$ cat src/rtl/lec_pkg.sv
// ----------------------------------------------------------------------------
// lec_pkg
// Shared constants and command word tables for the line edit command
// recognizer.
// ----------------------------------------------------------------------------
package lec_pkg;

	localparam int BUF_SIZE_DEF = 32;

	localparam logic [7:0] CH_BS    = 8'h08;
	localparam logic [7:0] CH_LF    = 8'h0A;
	localparam logic [7:0] CH_CR    = 8'h0D;
	localparam logic [7:0] CH_SPACE = 8'h20;
	localparam logic [7:0] CH_TILDE = 8'h7E;
	localparam logic [7:0] CH_DEL   = 8'h7F;
	localparam logic [7:0] CH_UC_A  = 8'h41;
	localparam logic [7:0] CH_UC_Z  = 8'h5A;
	localparam logic [7:0] CASE_OFS = 8'h20;

	localparam logic [2:0] CMD_NONE   = 3'd0;
	localparam logic [2:0] CMD_HELP   = 3'd1;
	localparam logic [2:0] CMD_STATUS = 3'd2;
	localparam logic [2:0] CMD_OPEN   = 3'd3;
	localparam logic [2:0] CMD_CLOSE  = 3'd4;
	localparam logic [2:0] CMD_STUCK  = 3'd5;

	// word slots: help, h, status, s, open, o, close, c, stuck, st
	localparam int NUM_WORDS = 10;
	localparam int MAX_WORD  = 6;

	function automatic logic [2:0] word_len(input logic [3:0] w);
		logic [2:0] n;
		begin
			unique case (w)
				4'd0:    n = 3'd4;
				4'd1:    n = 3'd1;
				4'd2:    n = 3'd6;
				4'd3:    n = 3'd1;
				4'd4:    n = 3'd4;
				4'd5:    n = 3'd1;
				4'd6:    n = 3'd5;
				4'd7:    n = 3'd1;
				4'd8:    n = 3'd5;
				4'd9:    n = 3'd2;
				default: n = 3'd0;
			endcase
			return n;
		end
	endfunction

	function automatic logic [2:0] word_cmd(input logic [3:0] w);
		logic [2:0] c;
		begin
			unique case (w)
				4'd0, 4'd1: c = CMD_HELP;
				4'd2, 4'd3: c = CMD_STATUS;
				4'd4, 4'd5: c = CMD_OPEN;
				4'd6, 4'd7: c = CMD_CLOSE;
				4'd8, 4'd9: c = CMD_STUCK;
				default:    c = CMD_NONE;
			endcase
			return c;
		end
	endfunction

	// character p of word w; zero past the end of the word
	function automatic logic [6:0] word_char(input logic [3:0] w, input logic [2:0] p);
		logic [47:0] s;
		logic [2:0]  n;
		logic [7:0]  b;
		begin
			n = word_len(w);
			unique case (w)
				4'd0:    s = 48'("help");
				4'd1:    s = 48'("h");
				4'd2:    s = 48'("status");
				4'd3:    s = 48'("s");
				4'd4:    s = 48'("open");
				4'd5:    s = 48'("o");
				4'd6:    s = 48'("close");
				4'd7:    s = 48'("c");
				4'd8:    s = 48'("stuck");
				4'd9:    s = 48'("st");
				default: s = 48'd0;
			endcase
			b = 8'd0;
			if (p < n) begin
				b = s[8 * (n - 3'd1 - p) +: 8];
			end
			return b[6:0];
		end
	endfunction

endpackage

$ cat src/rtl/line_edit_command_recognizer.sv
// ----------------------------------------------------------------------------
// line_edit_command_recognizer
// Command line editor for a serial console: folds case, appends printable
// characters, handles backspace, and decodes a command word at line end.
// ----------------------------------------------------------------------------
// Usage:
//   Input channel (in_valid/in_stall, rx_byte) takes one received byte per
//   beat. Output channel (out_valid/out_stall) delivers result beats with
//   echo_valid, echo_char, line_end, command and last; last marks the final
//   beat caused by one input byte.
//   Printable byte, line not full: one echo beat, the cycle after acceptance.
//   Backspace/delete on a non-empty line: three beats (BS, SP, BS), each
//   issued once the output register is free.
//   CR/LF: one line_end beat. A line that can match a command word is read
//   back from the line memory one character per cycle (S_RD), then S_CMP
//   and S_END issue the beat; otherwise it comes the cycle after acceptance.
//   One byte is handled at a time; a new byte is taken once the previous
//   byte's beats are issued and the output register is free. An erase
//   waits in S_BS, and a matched line end passes S_RD, S_CMP and S_END,
//   its read paced by the single read port of the line memory.
//   Reset clears the line length and the output valid flag; the character
//   memory needs no clearing. A stalled output beat holds, and the input
//   stalls until it is taken.
// ----------------------------------------------------------------------------
module line_edit_command_recognizer #(
	parameter int BUF_SIZE = lec_pkg::BUF_SIZE_DEF
) (
	input  logic       clk,
	input  logic       arst_n,
	input  logic       in_valid,
	output logic       in_stall,
	input  logic [7:0] rx_byte,
	output logic       out_valid,
	input  logic       out_stall,
	output logic       echo_valid,
	output logic [6:0] echo_char,
	output logic       line_end,
	output logic [2:0] command,
	output logic       last
);

	localparam int DEPTH  = BUF_SIZE - 1;
	localparam int LEN_W  = $clog2(BUF_SIZE);
	localparam int ADDR_W = $clog2(DEPTH);
	localparam logic [LEN_W-1:0] CAP = LEN_W'(DEPTH);
	localparam int NW = lec_pkg::NUM_WORDS;

	localparam logic [2:0] S_IDLE = 3'd0;
	localparam logic [2:0] S_BS   = 3'd1;
	localparam logic [2:0] S_RD   = 3'd2;
	localparam logic [2:0] S_CMP  = 3'd3;
	localparam logic [2:0] S_END  = 3'd4;

	logic [6:0]        mem [DEPTH];
	logic              wr_en;
	logic [ADDR_W-1:0] rd_addr;
	logic [6:0]        rd_data_s1;
	logic              chk_vld_s1;
	logic [2:0]        chk_idx_s1;

	logic [2:0]       state_q;
	logic [LEN_W-1:0] len_q;
	logic [1:0]       bs_cnt_q;
	logic [2:0]       rd_idx_q;
	logic [NW-1:0]    alive_q;
	logic [NW-1:0]    alive_init;
	logic [NW-1:0]    alive_keep;

	logic       out_vld_q;
	logic       ev_q;
	logic [6:0] ec_q;
	logic       le_q;
	logic [2:0] cmd_q;
	logic       last_q;

	logic       out_free;
	logic       out_load;
	logic       accept;
	logic [7:0] ch;
	logic       is_bs;
	logic       is_eol;
	logic       is_prn;
	logic [2:0] match_cmd;

	assign out_free = !out_vld_q || !out_stall;
	assign in_stall = (state_q != S_IDLE) || !out_free;
	assign accept   = in_valid && !in_stall;

	always_comb begin
		ch = rx_byte;
		if (rx_byte >= lec_pkg::CH_UC_A && rx_byte <= lec_pkg::CH_UC_Z) begin
			ch = rx_byte + lec_pkg::CASE_OFS;
		end
	end

	assign is_bs  = (rx_byte == lec_pkg::CH_BS) || (rx_byte == lec_pkg::CH_DEL);
	assign is_eol = (rx_byte == lec_pkg::CH_CR) || (rx_byte == lec_pkg::CH_LF);
	assign is_prn = (ch >= lec_pkg::CH_SPACE) && (ch <= lec_pkg::CH_TILDE);
	assign wr_en  = accept && !is_bs && !is_eol && is_prn && (len_q < CAP);
	assign rd_addr = ADDR_W'(rd_idx_q);

	// a new result beat enters the output register
	always_comb begin
		unique case (state_q)
			S_IDLE: begin
				out_load = accept && (is_bs ? (len_q != '0) :
					(is_eol ? (alive_init == '0) : wr_en));
			end
			S_BS, S_END: begin
				out_load = out_free;
			end
			default: begin
				out_load = 1'b0;
			end
		endcase
	end

	always_comb begin
		for (int w = 0; w < NW; w++) begin
			alive_init[w] = (len_q == LEN_W'(lec_pkg::word_len(4'(w))));
			alive_keep[w] = (rd_data_s1 == lec_pkg::word_char(4'(w), chk_idx_s1));
		end
	end

	always_comb begin
		match_cmd = lec_pkg::CMD_NONE;
		for (int w = 0; w < NW; w++) begin
			if (alive_q[w]) begin
				match_cmd = lec_pkg::word_cmd(4'(w));
			end
		end
	end

	// line memory: one write and one registered read port
	always_ff @(posedge clk) begin
		if (wr_en) begin
			mem[len_q[ADDR_W-1:0]] <= ch[6:0];
		end
		rd_data_s1 <= mem[rd_addr];
	end

	always_ff @(posedge clk) begin
		chk_idx_s1 <= rd_idx_q;
		if (accept && is_eol) begin
			alive_q <= alive_init;
		end else if (chk_vld_s1) begin
			alive_q <= alive_q & alive_keep;
		end
	end

	always_ff @(posedge clk or negedge arst_n) begin
		if (!arst_n) begin
			state_q    <= S_IDLE;
			len_q      <= '0;
			bs_cnt_q   <= '0;
			rd_idx_q   <= '0;
			chk_vld_s1 <= 1'b0;
			out_vld_q  <= 1'b0;
		end else begin
			chk_vld_s1 <= (state_q == S_RD);
			if (out_load) begin
				out_vld_q <= 1'b1;
			end else if (!out_stall) begin
				out_vld_q <= 1'b0;
			end
			unique case (state_q)
				S_IDLE: begin
					if (accept) begin
						priority if (is_bs) begin
							if (len_q != '0) begin
								len_q    <= len_q - 1'b1;
								bs_cnt_q <= 2'd1;
								state_q  <= S_BS;
							end
						end else if (is_eol) begin
							if (alive_init != '0) begin
								rd_idx_q <= '0;
								state_q  <= S_RD;
							end else begin
								len_q <= '0;
							end
						end else if (wr_en) begin
							len_q <= len_q + 1'b1;
						end
					end
				end
				S_BS: begin
					if (out_free) begin
						bs_cnt_q <= bs_cnt_q + 1'b1;
						if (bs_cnt_q == 2'd2) begin
							state_q <= S_IDLE;
						end
					end
				end
				S_RD: begin
					rd_idx_q <= rd_idx_q + 1'b1;
					if (LEN_W'(rd_idx_q) + LEN_W'(1) == len_q) begin
						state_q <= S_CMP;
					end
				end
				S_CMP: begin
					state_q <= S_END;
				end
				S_END: begin
					if (out_free) begin
						len_q   <= '0;
						state_q <= S_IDLE;
					end
				end
				default: begin
					state_q <= S_IDLE;
				end
			endcase
		end
	end

	// result payload
	always_ff @(posedge clk) begin
		unique case (state_q)
			S_IDLE: begin
				if (accept) begin
					priority if (is_bs) begin
						ev_q   <= 1'b1;
						ec_q   <= lec_pkg::CH_BS[6:0];
						le_q   <= 1'b0;
						cmd_q  <= lec_pkg::CMD_NONE;
						last_q <= 1'b0;
					end else if (is_eol) begin
						ev_q   <= 1'b0;
						ec_q   <= '0;
						le_q   <= 1'b1;
						cmd_q  <= lec_pkg::CMD_NONE;
						last_q <= 1'b1;
					end else begin
						ev_q   <= 1'b1;
						ec_q   <= ch[6:0];
						le_q   <= 1'b0;
						cmd_q  <= lec_pkg::CMD_NONE;
						last_q <= 1'b1;
					end
				end
			end
			S_BS: begin
				if (out_free) begin
					ev_q   <= 1'b1;
					ec_q   <= (bs_cnt_q == 2'd1) ? lec_pkg::CH_SPACE[6:0] : lec_pkg::CH_BS[6:0];
					le_q   <= 1'b0;
					cmd_q  <= lec_pkg::CMD_NONE;
					last_q <= (bs_cnt_q == 2'd2);
				end
			end
			S_END: begin
				if (out_free) begin
					ev_q   <= 1'b0;
					ec_q   <= '0;
					le_q   <= 1'b1;
					cmd_q  <= match_cmd;
					last_q <= 1'b1;
				end
			end
			default: begin
			end
		endcase
	end

	assign out_valid  = out_vld_q;
	assign echo_valid = ev_q;
	assign echo_char  = ec_q;
	assign line_end   = le_q;
	assign command    = cmd_q;
	assign last       = last_q;

endmodule

$ cat config.mk
export PLATFORM = sky130hd
export DESIGN_NAME = line_edit_command_recognizer
export DESIGN_NICKNAME = d
export VERILOG_FILES = /design/src/rtl/lec_pkg.sv /design/src/rtl/line_edit_command_recognizer.sv
export SDC_FILE = /design/constraint.sdc
export NUM_CORES = 1
export LEC_CHECK = 0
export ABC_AREA = 1
export BUFFER_PORTS_ARGS = -buffer_cell sky130_fd_sc_hd__buf_2
export CAP_MARGIN = 20
export CORE_UTILIZATION = 40
export CTS_BUF_LIST = sky130_fd_sc_hd__clkbuf_4
export DETAILED_ROUTE_END_ITERATION = 16
export GPL_TIMING_DRIVEN = 0
export HOLD_SLACK_MARGIN = 0.05
export PLACE_DENSITY = 0.67
export SYNTH_ARGS = -nofsm -noshare
export SYNTH_HDL_FRONTEND = slang
export SYNTH_SLANG_ARGS = --single-unit
$ cat constraint.sdc
create_clock -name clk -period 2.4 [get_ports clk]
set_clock_uncertainty 0.1 [all_clocks]
set_input_delay 0 -clock clk [delete_from_list [all_inputs] [get_ports clk]]
set_output_delay 0 -clock clk [all_outputs]
set_load 0.01 [all_outputs]
After elaboration in Yosys (flattened, before gate mapping)
Memory sizes are Yosys's and may differ from the RTL's. A register that Yosys moved wholly into a read port is not among the register bits.
Cells that the tools add are included.
Widths: inputs -> output; s select.
{ "op_classes": {"addsub": 11, "n_mul": 0, "n_div": 0, "magnitude_cmp": 10, "n_eq_ne": 42, "n_shift": 10, "muxes": 82, "bitwise": 1, "n_reduce_logical": 35} }
{ "op_table": {"columns": ["cell", "count"], "rows": [
  ["$shiftx 48x33->7 const A", 10],
  ["$mux 7", 15],
  ["$mux 3", 24],
  ["$eq 7x7->1", 10],
  ["$mux 5", 7],
  ["$eq 8x4->1 const B", 3],
  ["$pmux 7 s3", 1],
  ["$mux 10", 2],
  ["$mux 1", 18],
  ["$ne 2x2->1 const B", 9],
  ["$le 8x7->1 const B", 2],
  ["$eq 5x3->1 const B", 3],
  ["$pmux 3 s5", 1],
  ["$and 10x10->10", 1],
  ["$logic_not 10->1", 1],
  ["$pmux 5 s2", 1],
  ["$reduce_and 5->1", 2],
  ["$reduce_bool 10->1", 1],
  ["$logic_and 1x1->1", 9],
  ["$lt 3x3->1 const B", 3],
  ["$ne 3x3->1 const B", 3],
  ["$pmux 1 s3", 3],
  ["$pmux 3 s3", 1],
  ["$add 8x6->8 const B", 1],
  ["40 further kinds", 60]
]} }
{ "word_totals": {"ff_bits": 41, "latchBits": 0, "mem_bits_rw": 217, "mem_bits_ro": 0, "inputBits": 12, "output_inout_bits": 15, "elab_cells": 205, "mem_count": 1} }
{ "mem_list": {"columns": ["memory", "words", "word_bits", "rd", "rd_clocked_by_memory_dff", "wr", "line_no", "text"], "rows": [
  ["mem", 31, 7, 1, 1, 1, "line_edit_command_recognizer.sv:54", "logic [6:0] mem [DEPTH];"]
]} }

Depth between registers and ports, before layout
Gate-level depths: netlist of run 1.
{ "depth": {"depth_word": 15, "ltp_mapped": 14, "mapped_depth_nobuf": 14} }

Worst setup path before layout of run 1
Ideal clock, no wire load.
{ "synth_timing": {"path_kind": "register -> register", "from": "register out_vld_q (netlist: out_valid)", "to": "memory mem[1][0] (enable)", "setup_ns": 0.380, "arrival_time_ns": 1.733, "t_required_ns": 1.920, "setup_slack_ns": 0.187, "stages_incl_launch_ff": 8, "n_path_buf": 0, "period_less_slack_ns": 2.213, "path_cell_list": "dfrtp_1 > nand2_1 > nand3_4 > nor2_4 > nand3b_4 > nor2_4 > nand3_4 > nor3_1"} }
{ "synth_via": {"elab_chain_cells": 12} }
{ "synth_lines": {"columns": ["item", "line_no", "text"], "rows": [
  ["from (decl)", "line_edit_command_recognizer.sv:69", "logic out_vld_q;"],
  ["from (signal assigned)", "line_edit_command_recognizer.sv:158", "out_vld_q <= 1'b0;"],
  ["from (signal assigned)", "line_edit_command_recognizer.sv:162", "out_vld_q <= 1'b1;"],
  ["from (signal assigned)", "line_edit_command_recognizer.sv:164", "out_vld_q <= 1'b0;"],
  ["$logic_not 1->1", "line_edit_command_recognizer.sv:85", "assign out_free = !out_vld_q || !out_stall;"],
  ["$logic_or 1x1->1", "line_edit_command_recognizer.sv:85", null],
  ["$logic_not 1->1", "line_edit_command_recognizer.sv:86", "assign in_stall = (state_q != S_IDLE) || !out_free;"],
  ["$logic_or 1x1->1", "line_edit_command_recognizer.sv:86", null],
  ["net in_stall", "line_edit_command_recognizer.sv:31", "output logic in_stall,"],
  ["$logic_not 1->1", "line_edit_command_recognizer.sv:87", "assign accept = in_valid && !in_stall;"],
  ["$logic_and 1x1->1", "line_edit_command_recognizer.sv:87", null],
  ["$logic_and 1x1->1 (4 in series)", "line_edit_command_recognizer.sv:99", "assign wr_en = accept && !is_bs && !is_eol && is_prn && (len_q < CAP);"],
  ["$mux 1", "line_edit_command_recognizer.sv:136", "if (wr_en) begin"],
  ["$mux 1 (not written as such)", "line_edit_command_recognizer.sv:137", "mem[len_q[ADDR_W-1:0]] <= ch[6:0];"],
  ["to (decl)", "line_edit_command_recognizer.sv:54", null]
]} }
The timed path passes the listed nets, and every way through them passes these cells.

Final worst setup path of run 1
{ "layout_timing": {"from": "register state_q[1]", "to": "memory mem[7][0] (enable)"} }
{ "layout_via": {"elab_chain_cells": 10} }
{ "layout_lines": {"columns": ["item", "line_no", "text"], "rows": [
  ["from (decl)", "line_edit_command_recognizer.sv:61", "logic [2:0] state_q;"],
  ["from (signal assigned)", "line_edit_command_recognizer.sv:153", "state_q <= S_IDLE;"],
  ["from (signal assigned)", "line_edit_command_recognizer.sv:173", "state_q <= S_BS;"],
  ["from (signal assigned)", "line_edit_command_recognizer.sv:178", "state_q <= S_RD;"],
  ["$reduce_bool 3->1", "line_edit_command_recognizer.sv:86", null],
  ["$logic_or 1x1->1", "line_edit_command_recognizer.sv:86", null],
  ["$logic_not 1->1", "line_edit_command_recognizer.sv:87", null],
  ["$logic_and 1x1->1", "line_edit_command_recognizer.sv:87", null],
  ["$logic_and 1x1->1 (4 in series)", "line_edit_command_recognizer.sv:99", null],
  ["$mux 1", "line_edit_command_recognizer.sv:136", null],
  ["$mux 1 (not written as such)", "line_edit_command_recognizer.sv:137", null]
]} }
Every way passes these cells.

==> results of run 1 <==
==> layout by cell type (no fill, tap or decap), types with 11 or more instances in the layout <==
cell / count
nor2_1: 109
nand2_1: 95
edfxtp_1: 79
o21ai_0: 57
inv_1: 56
nand3_1: 43
buf_2: 33
ha_1: 17
a21oi_1: 15
xor2_1: 15
dlygate4sd3_1: 15
nand4_1: 13
dfrtp_1: 13
clkbuf_4: 11
==> flip-flops by register name, indices dropped and copies added (netlist names), 2 cells and up <==
register	count
alive_q	10
rd_idx_q	3
bs_cnt_q	2
rd_data_s1	7
len_q	5
mem	56
echo_char	7
command	3
state_q	3
chk_idx_s1	3
==> routing by layer <==
layer,part of all wire [%],up-vias,routed length (um)
met3,4.6,24,611
met1,46,2204,6150
met2,48,124,6410
met4,1.7,0,223
li1,-,2255,-
met5,0,-,0
==> how the worst min path moves through the flow <==
stage,endpoint,cells past startpoint
2_1_floorplan,bs_cnt_q[0]$_DFFE_PN0P_,0
3_3_place_gp,len_q[2]$_DFFE_PN0P_,1
3_5_place_dp,len_q[3]$_DFFE_PN0P_,1
4_1_cts,len_q[2]$_DFFE_PN0P_,7
5_1_grt,mem[7][5]$_DFFE_PP_,3
6_report,mem[3][5]$_DFFE_PP_,3
==> cell families (layout without fill, tap and decap cells) <==
logic type / after synthesis / after routing / synth area share [%]
XOR/XNOR: 15 / 15 / 2.33
flip-flops: 104 / 104 / 52.2
adder cells (fa/ha/maj): 17 / 17 / 3.76
AO/OA/AOI/OAI: 111 / 111 / 11.1
buffers and inverters: 84 / 147 / 6.13
AND/OR/NAND/NOR: 297 / 297 / 24.5
==> cell type report <==
cell class	count	area share, %
flip-flops and latches	104	46.6
multi-input cells	440	37.4
repair buffers	47	5.11
inverters	68	4.18
well taps	180	3.55
plain buffers	16	1.28
clock buffers	9	1.06
clock inverters	7	0.828
==> metrics by stage <==
step	hold WS [ns]	cell area, um2	setup TNS [ns]
global placement	-0.170	6010	-8.34
CTS	0.0387	6290	-11.24
detailed placement	-0.164	6020	-10.46
floorplan	-0.396	5650	0
global route	0.0685	6350	-0.489
finish	0.0503	6350	0
==> power groups by stage <==
stage | clock network, mW | registers (mW) | logic, mW
2_1_floorplan | 0 | 2.28 | 1.32
3_3_place_gp | 0 | 2.32 | 1.69
3_5_place_dp | 0 | 2.33 | 1.76
4_1_cts | 0.858 | 2.29 | 1.79
5_1_grt | 0.917 | 2.32 | 2.05
6_report | 0.836 | 2.29 | 1.84
==> repair_timing <==
item	in CTS	in global routing
setup buffers	0	1
hold endpoints to repair	76	4
endpoints found under the setup margin	50	64
hold buffers	15	1
gates cloned	0	0
resized for setup	1	13
==> worst reg2reg max path: stages, from the launching register on <==
cell	delay (ns)
dfrtp_1	0.48
nor2_4	0.20
nand3_4	0.10
nor2_4	0.16
nand3b_4	0.10
nor2_4	0.12
nand3_4	0.17
nor3_1	0.35
clkbuf_4	0.28
==> results.json, run 1 <==
{
  "violations": "design-rule violations",
  "crit_required_ns": 2.49,
  "max_cap_viol_count": 0,
  "max_freq_mhz": 431,
  "use_met2_pct": 31.8,
  "cts_sinks": 104,
  "power.net_switching_mw": 2.01,
  "core.rowCount": 43,
  "use_met1_pct": 25.2,
  "io_buffers": 26,
  "dieArea_um2": 14600,
  "path_depth": 8,
  "die_x_um": 121,
  "rrSetupSlack_ns": 0.08,
  "synth_edf_count": 79,
  "critPathMaxFanout": 10,
  "grt_use_met3_pct": 3.34,
  "syn_area_um2": 5650,
  "slowest_delay_ns": 0.48,
  "antenna_found_initial": 0,
  "multi_input_area_um2": 2380,
  "ys_ff_latch": 104,
  "synth_sequential_area_ratio_pct": 52.2,
  "synth_top_area_share_pct": 42.0,
  "grt.busiest_layer": "met2",
  "seq_power_share_pct": 46.1,
  "cts_buffers": 9,
  "hpwl_um": 9830,
  "grt_pass1_vias": 4465,
  "nets": 715,
  "cpMaxStageDelayCell": "dfrtp_1",
  "grt_pass1_wl_um": 21700,
  "path_clk_slew_ns": 0.17,
  "nFillCells": 1303,
  "ctsHtreeMaxLevel": 3,
  "yosys_warnings": 0,
  "async_reset_ff_share_pct": 14.4,
  "drt_wl_total_um": 13400,
  "crit_type": "flip-flop to flip-flop",
  "final_cells": 871,
  "critPathBufInv": 1,
  "antenna_left": 0,
  "max_slew_margin_pct": 49.5,
  "initial_core_util_pct": 40.9,
  "synth_top_area_cell": "edfxtp_1",
  "wire_per_inst_um": 15.4,
  "cts_root_buf": "clkbuf_4",
  "num_antenna_cells": 0,
  "p_int_mw": 2.97,
  "ys_types": 42,
  "synthTopCellsByCount": "nor2_1, nand2_1, edfxtp_1",
  "hold_violations": 0,
  "r2r-end": "mem[7][0]$_DFFE_PP_",
  "tightest_slew_ns": 0.755,
  "rsz0062_at_grt": "true",
  "crit_path_cell_trace": "nor2_4, nand3_4, nor2_4, nand3b_4, nor2_4, nand3_4, nor3_1, clkbuf_4",
  "drv_slew": 0,
  "powerDensity_nw_per_um2": 784,
  "clkPwrFrac_pct": 16.8,
  "clk-insertion-delay-late_ns": 0.46,
  "first_pass_iters": 12,
  "tritoncts": "done",
  "drc_errors": 1,
  "r2r_start": "state_q[1]$_DFFE_PN0P_",
  "synth_most_common_cell": "nor2_1",
  "swShare_pct": 40.4,
  "finalSetupViolations": 0,
  "setup_ws_ns": 0.0783,
  "syn_nets": 657,
  "die_y_um": 121,
  "hp-class": "primary input to flip-flop",
  "place_inst": 835,
  "power.total_mw": 4.98,
  "leakage_nw": 2.64,
  "worstPathArrival_ns": 2.41,
  "dp_slack_ns": -0.361,
  "place_congestion": 0.890,
  "crit_family": "simple AND/OR/NAND/NOR gates",
  "grt_use_total_pct": 19.1,
  "synth_flop_cell": "edfxtp_1",
  "io_pins": 27,
  "cp_common_cell": "nor2_4",
  "period_needed_ns": 2.32,
  "grt_max_degree": 19,
  "synth_area_leaders": "edfxtp_1, nor2_1, dfrtp_1",
  "vias": 4607,
  "ir_drop_uv": 499,
  "grt.overflow.total": 0,
  "synth_cells": 628,
  "cts_max_path_buffers": 2,
  "outcome": "complete, but fails checks",
  "regArea_um2": 2960,
  "hp-start": "rx_byte[5]",
  "finish.utilization_pct": 45.9,
  "p_comb_share_pct": 37.1,
  "drive_gt1_share_pct": 14.5,
  "startpoint": "state_q[1]$_DFFE_PN0P_",
  "endpoint": "mem[7][0]$_DFFE_PP_",
  "r2r_cells": 8,
  "viasPerCell": 5.29,
  "endpoint_kind": "flip-flop",
  "initialDrtViolationCount": 459,
  "core_um2": 13800,
  "start_kind": "flip-flop",
  "avgSynthCellArea_um2": 9.00,
  "syn_to_final_growth_pct": 12.3,
  "fin_crit_sh_pct": 96.7
}
Note: power is estimated with default switching activity, not from simulation.
==> inputs of run 2 (changes only) <==
--- a/config.mk
+++ b/config.mk
@@ -5,15 +5,14 @@
 export SDC_FILE = /design/constraint.sdc
 export NUM_CORES = 1
 export LEC_CHECK = 0
-export ABC_AREA = 1
 export BUFFER_PORTS_ARGS = -buffer_cell sky130_fd_sc_hd__buf_2
 export CAP_MARGIN = 20
-export CORE_UTILIZATION = 40
+export CORE_UTILIZATION = 50
 export CTS_BUF_LIST = sky130_fd_sc_hd__clkbuf_4
 export DETAILED_ROUTE_END_ITERATION = 16
 export GPL_TIMING_DRIVEN = 0
 export HOLD_SLACK_MARGIN = 0.05
-export PLACE_DENSITY = 0.67
+export PLACE_DENSITY = 0.78
 export SYNTH_ARGS = -nofsm -noshare
 export SYNTH_HDL_FRONTEND = slang
 export SYNTH_SLANG_ARGS = --single-unit
==> results.json, run 2 <==
{
  "cts_sinks": 104,
  "wire_per_inst_um": 20.0,
  "syn_area_um2": 5430,
  "avgSynthCellArea_um2": 11.7,
  "cts_max_path_buffers": 2,
  "ir_drop_uv": 611,
  "drv_slew": 0,
  "cts_buffers": 9,
  "grt_max_degree": 20,
  "max_freq_mhz": 409,
  "dp_slack_ns": -0.316,
  "fin_crit_sh_pct": 102,
  "first_pass_iters": 6,
  "endpoint_kind": "flip-flop",
  "drive_gt1_share_pct": 27.7,
  "leakage_nw": 2.40,
  "hp-class": "primary input to flip-flop",
  "synthTopCellsByCount": "edfxtp_1, nor2_1, nand2_1",
  "synth_flop_cell": "edfxtp_1",
  "syn_nets": 491,
  "die_x_um": 106,
  "antenna_found_initial": 1,
  "tritoncts": "done",
  "core_um2": 10400,
  "final_common_cell": "edfxtp_1",
  "rsz0062_at_grt": "true",
  "cts_root_buf": "clkbuf_4",
  "clk-insertion-delay-late_ns": 0.48,
  "synth_area_leaders": "edfxtp_1, dfrtp_1, mux4_2",
  "hpwl_um": 8650,
  "slowest_delay_ns": 0.51,
  "design_area_um2": 6390,
  "ctsHtreeMaxLevel": 3,
  "crit_path_cell_trace": "and3_4, a311o_1, a2111o_1, a31oi_1, o21ai_2, buf_4, mux2_1",
  "initialDrtViolationCount": 425,
  "cpMaxStageDelayCell": "a2111o_1",
  "nFillCells": 765,
  "max_cap_viol_count": 0,
  "initial_core_util_pct": 52.1,
  "finalSetupViolations": 4,
  "io_pins": 27,
  "crit_family": "compound AO/OA/AOI/OAI gates",
  "path_clk_slew_ns": 0.18,
  "r2r_start": "len_q[0]$_DFFE_PN0P_",
  "synth_edf_count": 79,
  "setup_ws_ns": -0.0436,
  "final_cell_mix": "edfxtp_1, nor2_1, nand2_1, buf_2, buf_4",
  "dieArea_um2": 11300,
  "synth_most_common_cell": "edfxtp_1",
  "crit_required_ns": 2.68,
  "period_needed_ns": 2.44,
  "grt_use_total_pct": 23.3,
  "crit_type": "flip-flop to flip-flop",
  "grt_pass1_wl_um": 20000,
  "viasPerCell": 6.10,
  "critPathBufInv": 1,
  "place_congestion": 0.922,
  "worstPathArrival_ns": 2.72,
  "core.rowCount": 37,
  "hold_violations": 0,
  "yosys_warnings": 0,
  "grt.overflow.total": 0,
  "powerDensity_nw_per_um2": 949,
  "tightest_slew_ns": 0.726,
  "startpoint": "len_q[0]$_DFFE_PN0P_",
  "largest_reg_flops": 56,
  "die_y_um": 106,
  "ys_ff_latch": 104,
  "grt_pass1_vias": 3931,
  "start_kind": "flip-flop",
  "synth_top_area_cell": "edfxtp_1",
  "ys_types": 58,
  "outcome": "complete, but fails checks",
  "io_buffers": 26,
  "vias": 4115,
  "nets": 562,
  "hp-start": "rx_byte[5]",
  "synth_sequential_area_ratio_pct": 54.3,
  "async_reset_ff_share_pct": 14.4,
  "finalSetupTns_ns": -0.158,
  "critPathMaxFanout": 5,
  "drt_wl_total_um": 13500,
  "max_slew_margin_pct": 51.4,
  "drc_errors": 0,
  "antenna_left": 0,
  "synth_top_area_share_pct": 43.7,
  "syn_to_final_growth_pct": 17.8,
  "place_area_um2": 5770,
  "violations": "negative setup slack",
  "synth_cells": 462
}
[run 2: stage by stage]
| stage | util, % | cells | hold slack [ns] | power (mW) |
|---|---|---|---|---|
| 2_1_floorplan | - | 462 | -0.396 | 4.05 |
| 3_3_place_gp | 55.4 | 624 | -0.171 | 4.53 |
| 3_5_place_dp | 55.4 | 624 | -0.168 | 4.64 |
| 4_1_cts | 58.8 | 653 | 0.0640 | 5.70 |
| 5_1_grt | 61.4 | 675 | 0.0662 | 6.37 |
| 6_report | 61.4 | 675 | 0.0873 | 6.07 |
[run 2: power breakdown]
part	leakage (nW)	internal, mW	switching (mW)	total [mW]
clock network	0.0698	0.251	0.642	0.894
registers	0.974	2.16	0.186	2.35
logic	1.36	1.23	1.60	2.83
total	2.40	3.64	2.42	6.07
[run 2: worst paths after layout]
| check | end | slack (ns) | cells after the start |
|---|---|---|---|
| max | len_q[2]$_DFFE_PN0P_ | -0.04 | 7 |
| min in group asynchronous | bs_cnt_q[1]$_DFFE_PN0P_ | 0.54 | 3 |
| max in group asynchronous | len_q[0]$_DFFE_PN0P_ | 1.16 | 3 |
| max reg2reg | len_q[2]$_DFFE_PN0P_ | -0.04 | 7 |
| min reg2reg | chk_idx_s1[0]$_DFF_P_ | 0.34 | 0 |
| min | mem[6][5]$_DFFE_PP_ | 0.09 | 2 |
[run 2: per-layer routing]
metal  GRT usage, %  wire [um]  part of all wire, %
met2           39.3       6740                   50
met4           7.14        301                  2.2
met5              0          0                    0
met1           30.5       5450                   40
met3           4.41        990                  7.3
[run 2: cell type report]
type | instances | area (um2) | area share [%]
sequential | 104 | 2960 | 46.3
multi-input combinational | 314 | 2500 | 39.2
timing repair buffer | 63 | 433 | 6.77
tap | 136 | 170 | 2.66
buffer | 22 | 100 | 1.57
inverter | 19 | 82.6 | 1.29
clock buffer | 10 | 75.1 | 1.17
clock inverter | 6 | 62.6 | 0.979
antenna | 1 | 2.50 | 0.0391
[run 2: logic make-up (layout without fill, tap and decap cells)]
kind of cell | Yosys count | after routing | share of synthesized area [%]
adder cells (fa/ha/maj) | 17 | 17 | 3.92
AND/OR/NAND/NOR | 155 | 155 | 14.6
buffers and inverters | 44 | 120 | 3.14
AO/OA/AOI/OAI | 88 | 88 | 11.0
flip-flops | 104 | 104 | 54.3
other | 0 | 1 | 0
XOR/XNOR | 22 | 22 | 3.55
multiplexers | 32 | 32 | 9.41
[run 2: repair_timing]
action | 4_1_cts | 5_1_grt
endpoints found under the setup margin | 74 | 81
setup buffers | 5 | 20
pin swaps | 3 | 12
hold buffers | 9 | 2
endpoints found under the hold margin | 65 | 1
gates resized for setup | 36 | 31
==> inputs of run 3 (changes only) <==
--- a/config.mk
+++ b/config.mk
@@ -12,7 +12,7 @@
 export DETAILED_ROUTE_END_ITERATION = 16
 export GPL_TIMING_DRIVEN = 0
 export HOLD_SLACK_MARGIN = 0.05
-export PLACE_DENSITY = 0.78
+export PLACE_DENSITY = 0.81
 export SYNTH_ARGS = -nofsm -noshare
 export SYNTH_HDL_FRONTEND = slang
 export SYNTH_SLANG_ARGS = --single-unit
==> constraint.sdc (replaced) <==
create_clock -name clk -period 2.2 [get_ports clk]
set_clock_uncertainty 0.1 [all_clocks]
set_input_delay 0 -clock clk [delete_from_list [all_inputs] [get_ports clk]]
set_output_delay 0 -clock clk [all_outputs]
set_load 0.01 [all_outputs]
==> results.json, run 3 (synthesis results as in run 2) <==
{
  "final_cell_mix": "edfxtp_1, nand2_1, nor2_1, buf_4, buf_2",
  "die_y_um": 106,
  "io_pins": 27,
  "tightest_slew_ns": 0.779,
  "finalSetupTns_ns": -2.53,
  "nets": 561,
  "grt.overflow.total": 0,
  "power.total_mw": 6.70,
  "crit_required_ns": 2.27,
  "syn_to_final_growth_pct": 19.2,
  "setup_ws_ns": -0.0942,
  "hold_violations": 0,
  "ir_drop_uv": 552,
  "hpwl_um": 8520,
  "p_int_mw": 4.03,
  "outcome": "complete, but fails checks",
  "antenna_left": 0,
  "path_clk_slew_ns": 0.19,
  "wire_per_inst_um": 19.3,
  "vias": 4176,
  "start_kind": "flip-flop",
  "cts_buffers": 9,
  "viasPerCell": 6.21,
  "crit_type": "flip-flop to flip-flop",
  "power.net_switching_mw": 2.67,
  "p_comb_share_pct": 47.8,
  "grt_use_total_pct": 23.3,
  "grt_pass1_wl_um": 20100,
  "dp_slack_ns": -0.364,
  "hp-class": "primary input to flip-flop",
  "core_um2": 10400,
  "cts_sinks": 104,
  "worstPathArrival_ns": 2.36,
  "design_area_um2": 6470,
  "powerDensity_nw_per_um2": 1040,
  "leakage_nw": 2.44,
  "place_congestion": 0.950,
  "critPathMaxFanout": 7,
  "dieArea_um2": 11300,
  "drt_wl_total_um": 13000,
  "grt_max_degree": 21,
  "finish.utilization_pct": 62.1,
  "drc_errors": 0,
  "whs_ns": 0.0205,
  "swShare_pct": 39.8,
  "use_met2_pct": 37.9,
  "tritoncts": "done",
  "fin_crit_sh_pct": 104,
  "initialDrtViolationCount": 337,
  "io_buffers": 26,
  "clk-insertion-delay-late_ns": 0.48,
  "max_cap_viol_count": 0,
  "seq_power_share_pct": 38.0,
  "use_met1_pct": 31.3,
  "drv_slew": 0,
  "max_slew_margin_pct": 47.9,
  "initial_core_util_pct": 52.1,
  "antenna_found_initial": 0,
  "cts_max_path_buffers": 2,
  "cts_root_buf": "clkbuf_4",
  "rsz0062_at_grt": "true",
  "grt.busiest_layer": "met2",
  "grt_pass1_vias": 4067,
  "ctsHtreeMaxLevel": 3,
  "endpoint_kind": "flip-flop",
  "final_cells": 673,
  "num_antenna_cells": 0,
  "core.rowCount": 37,
  "clkPwrFrac_pct": 14.3,
  "finalSetupViolations": 55,
  "first_pass_iters": 5,
  "violations": "negative setup slack",
  "place_inst": 624,
  "period_needed_ns": 2.29,
  "max_freq_mhz": 436,
  "grt_use_met3_pct": 3.62,
  "place_area_um2": 5810,
  "die_x_um": 106,
  "largest_reg_flops": 56,
  "drive_gt1_share_pct": 30.0,
  "final_common_cell": "edfxtp_1"
}
## run 3: layout make-up
cell class / count / area, um2
plain buffers: 22 / 108
clock buffers: 9 / 67.6
clock inverters: 7 / 72.6
fillers: 766 / 3950
inverters: 19 / 85.1
multi-input cells: 314 / 2570
flip-flops and latches: 104 / 2960
well taps: 136 / 170
repair buffers: 62 / 430
## run 3: critical path, cell delays in order, from the launching register on
cell and delay (ns):
dfrtp_2 0.50, nor3_4 0.23, nand3_2 0.14, a2111o_1 0.49
buf_4 0.19, nor2_4 0.11, and2_4 0.22
## run 3: repair_timing
action	4_1_cts	5_1_grt
hold endpoints to repair	66	9
endpoints found under the setup margin	91	95
resized for setup	39	37
buffers inserted	14	11
pin swaps	11	14
hold buffers	9	2
## run 3: metal layers
| layer | wire [um] | up-vias |
|---|---|---|
| li1 | - | 1887 |
| met1 | 5490 | 2077 |
| met2 | 6310 | 186 |
| met3 | 890 | 26 |
| met4 | 280 | 0 |
| met5 | 0 | - |
## run 3: power by group through the flow
stage	Combinational, mW	Sequential (mW)	Clock, mW
floorplan	1.93	2.53	0
global placement	2.41	2.58	0
detailed placement	2.50	2.59	0
CTS	2.81	2.53	0.967
global route	3.44	2.56	1.05
finish	3.20	2.54	0.956
## run 3: worst paths after layout
path / slack, ns / start / depth (start not counted) / to
max: -0.09 / state_q[2]$_DFFE_PN0P_ / 6 / mem[5][6]$_DFFE_PP_
min: 0.02 / rx_byte[4] / 5 / len_q[0]$_DFFE_PN0P_
max reg2reg: -0.09 / state_q[2]$_DFFE_PN0P_ / 6 / mem[5][6]$_DFFE_PP_
min reg2reg: 0.35 / rd_idx_q[2]$_DFFE_PN0P_ / 0 / chk_idx_s1[2]$_DFF_P_
max in group asynchronous: 0.94 / arst_n / 3 / rd_idx_q[1]$_DFFE_PN0P_
min in group asynchronous: 0.53 / arst_n / 3 / out_valid$_DFFE_PN0P_
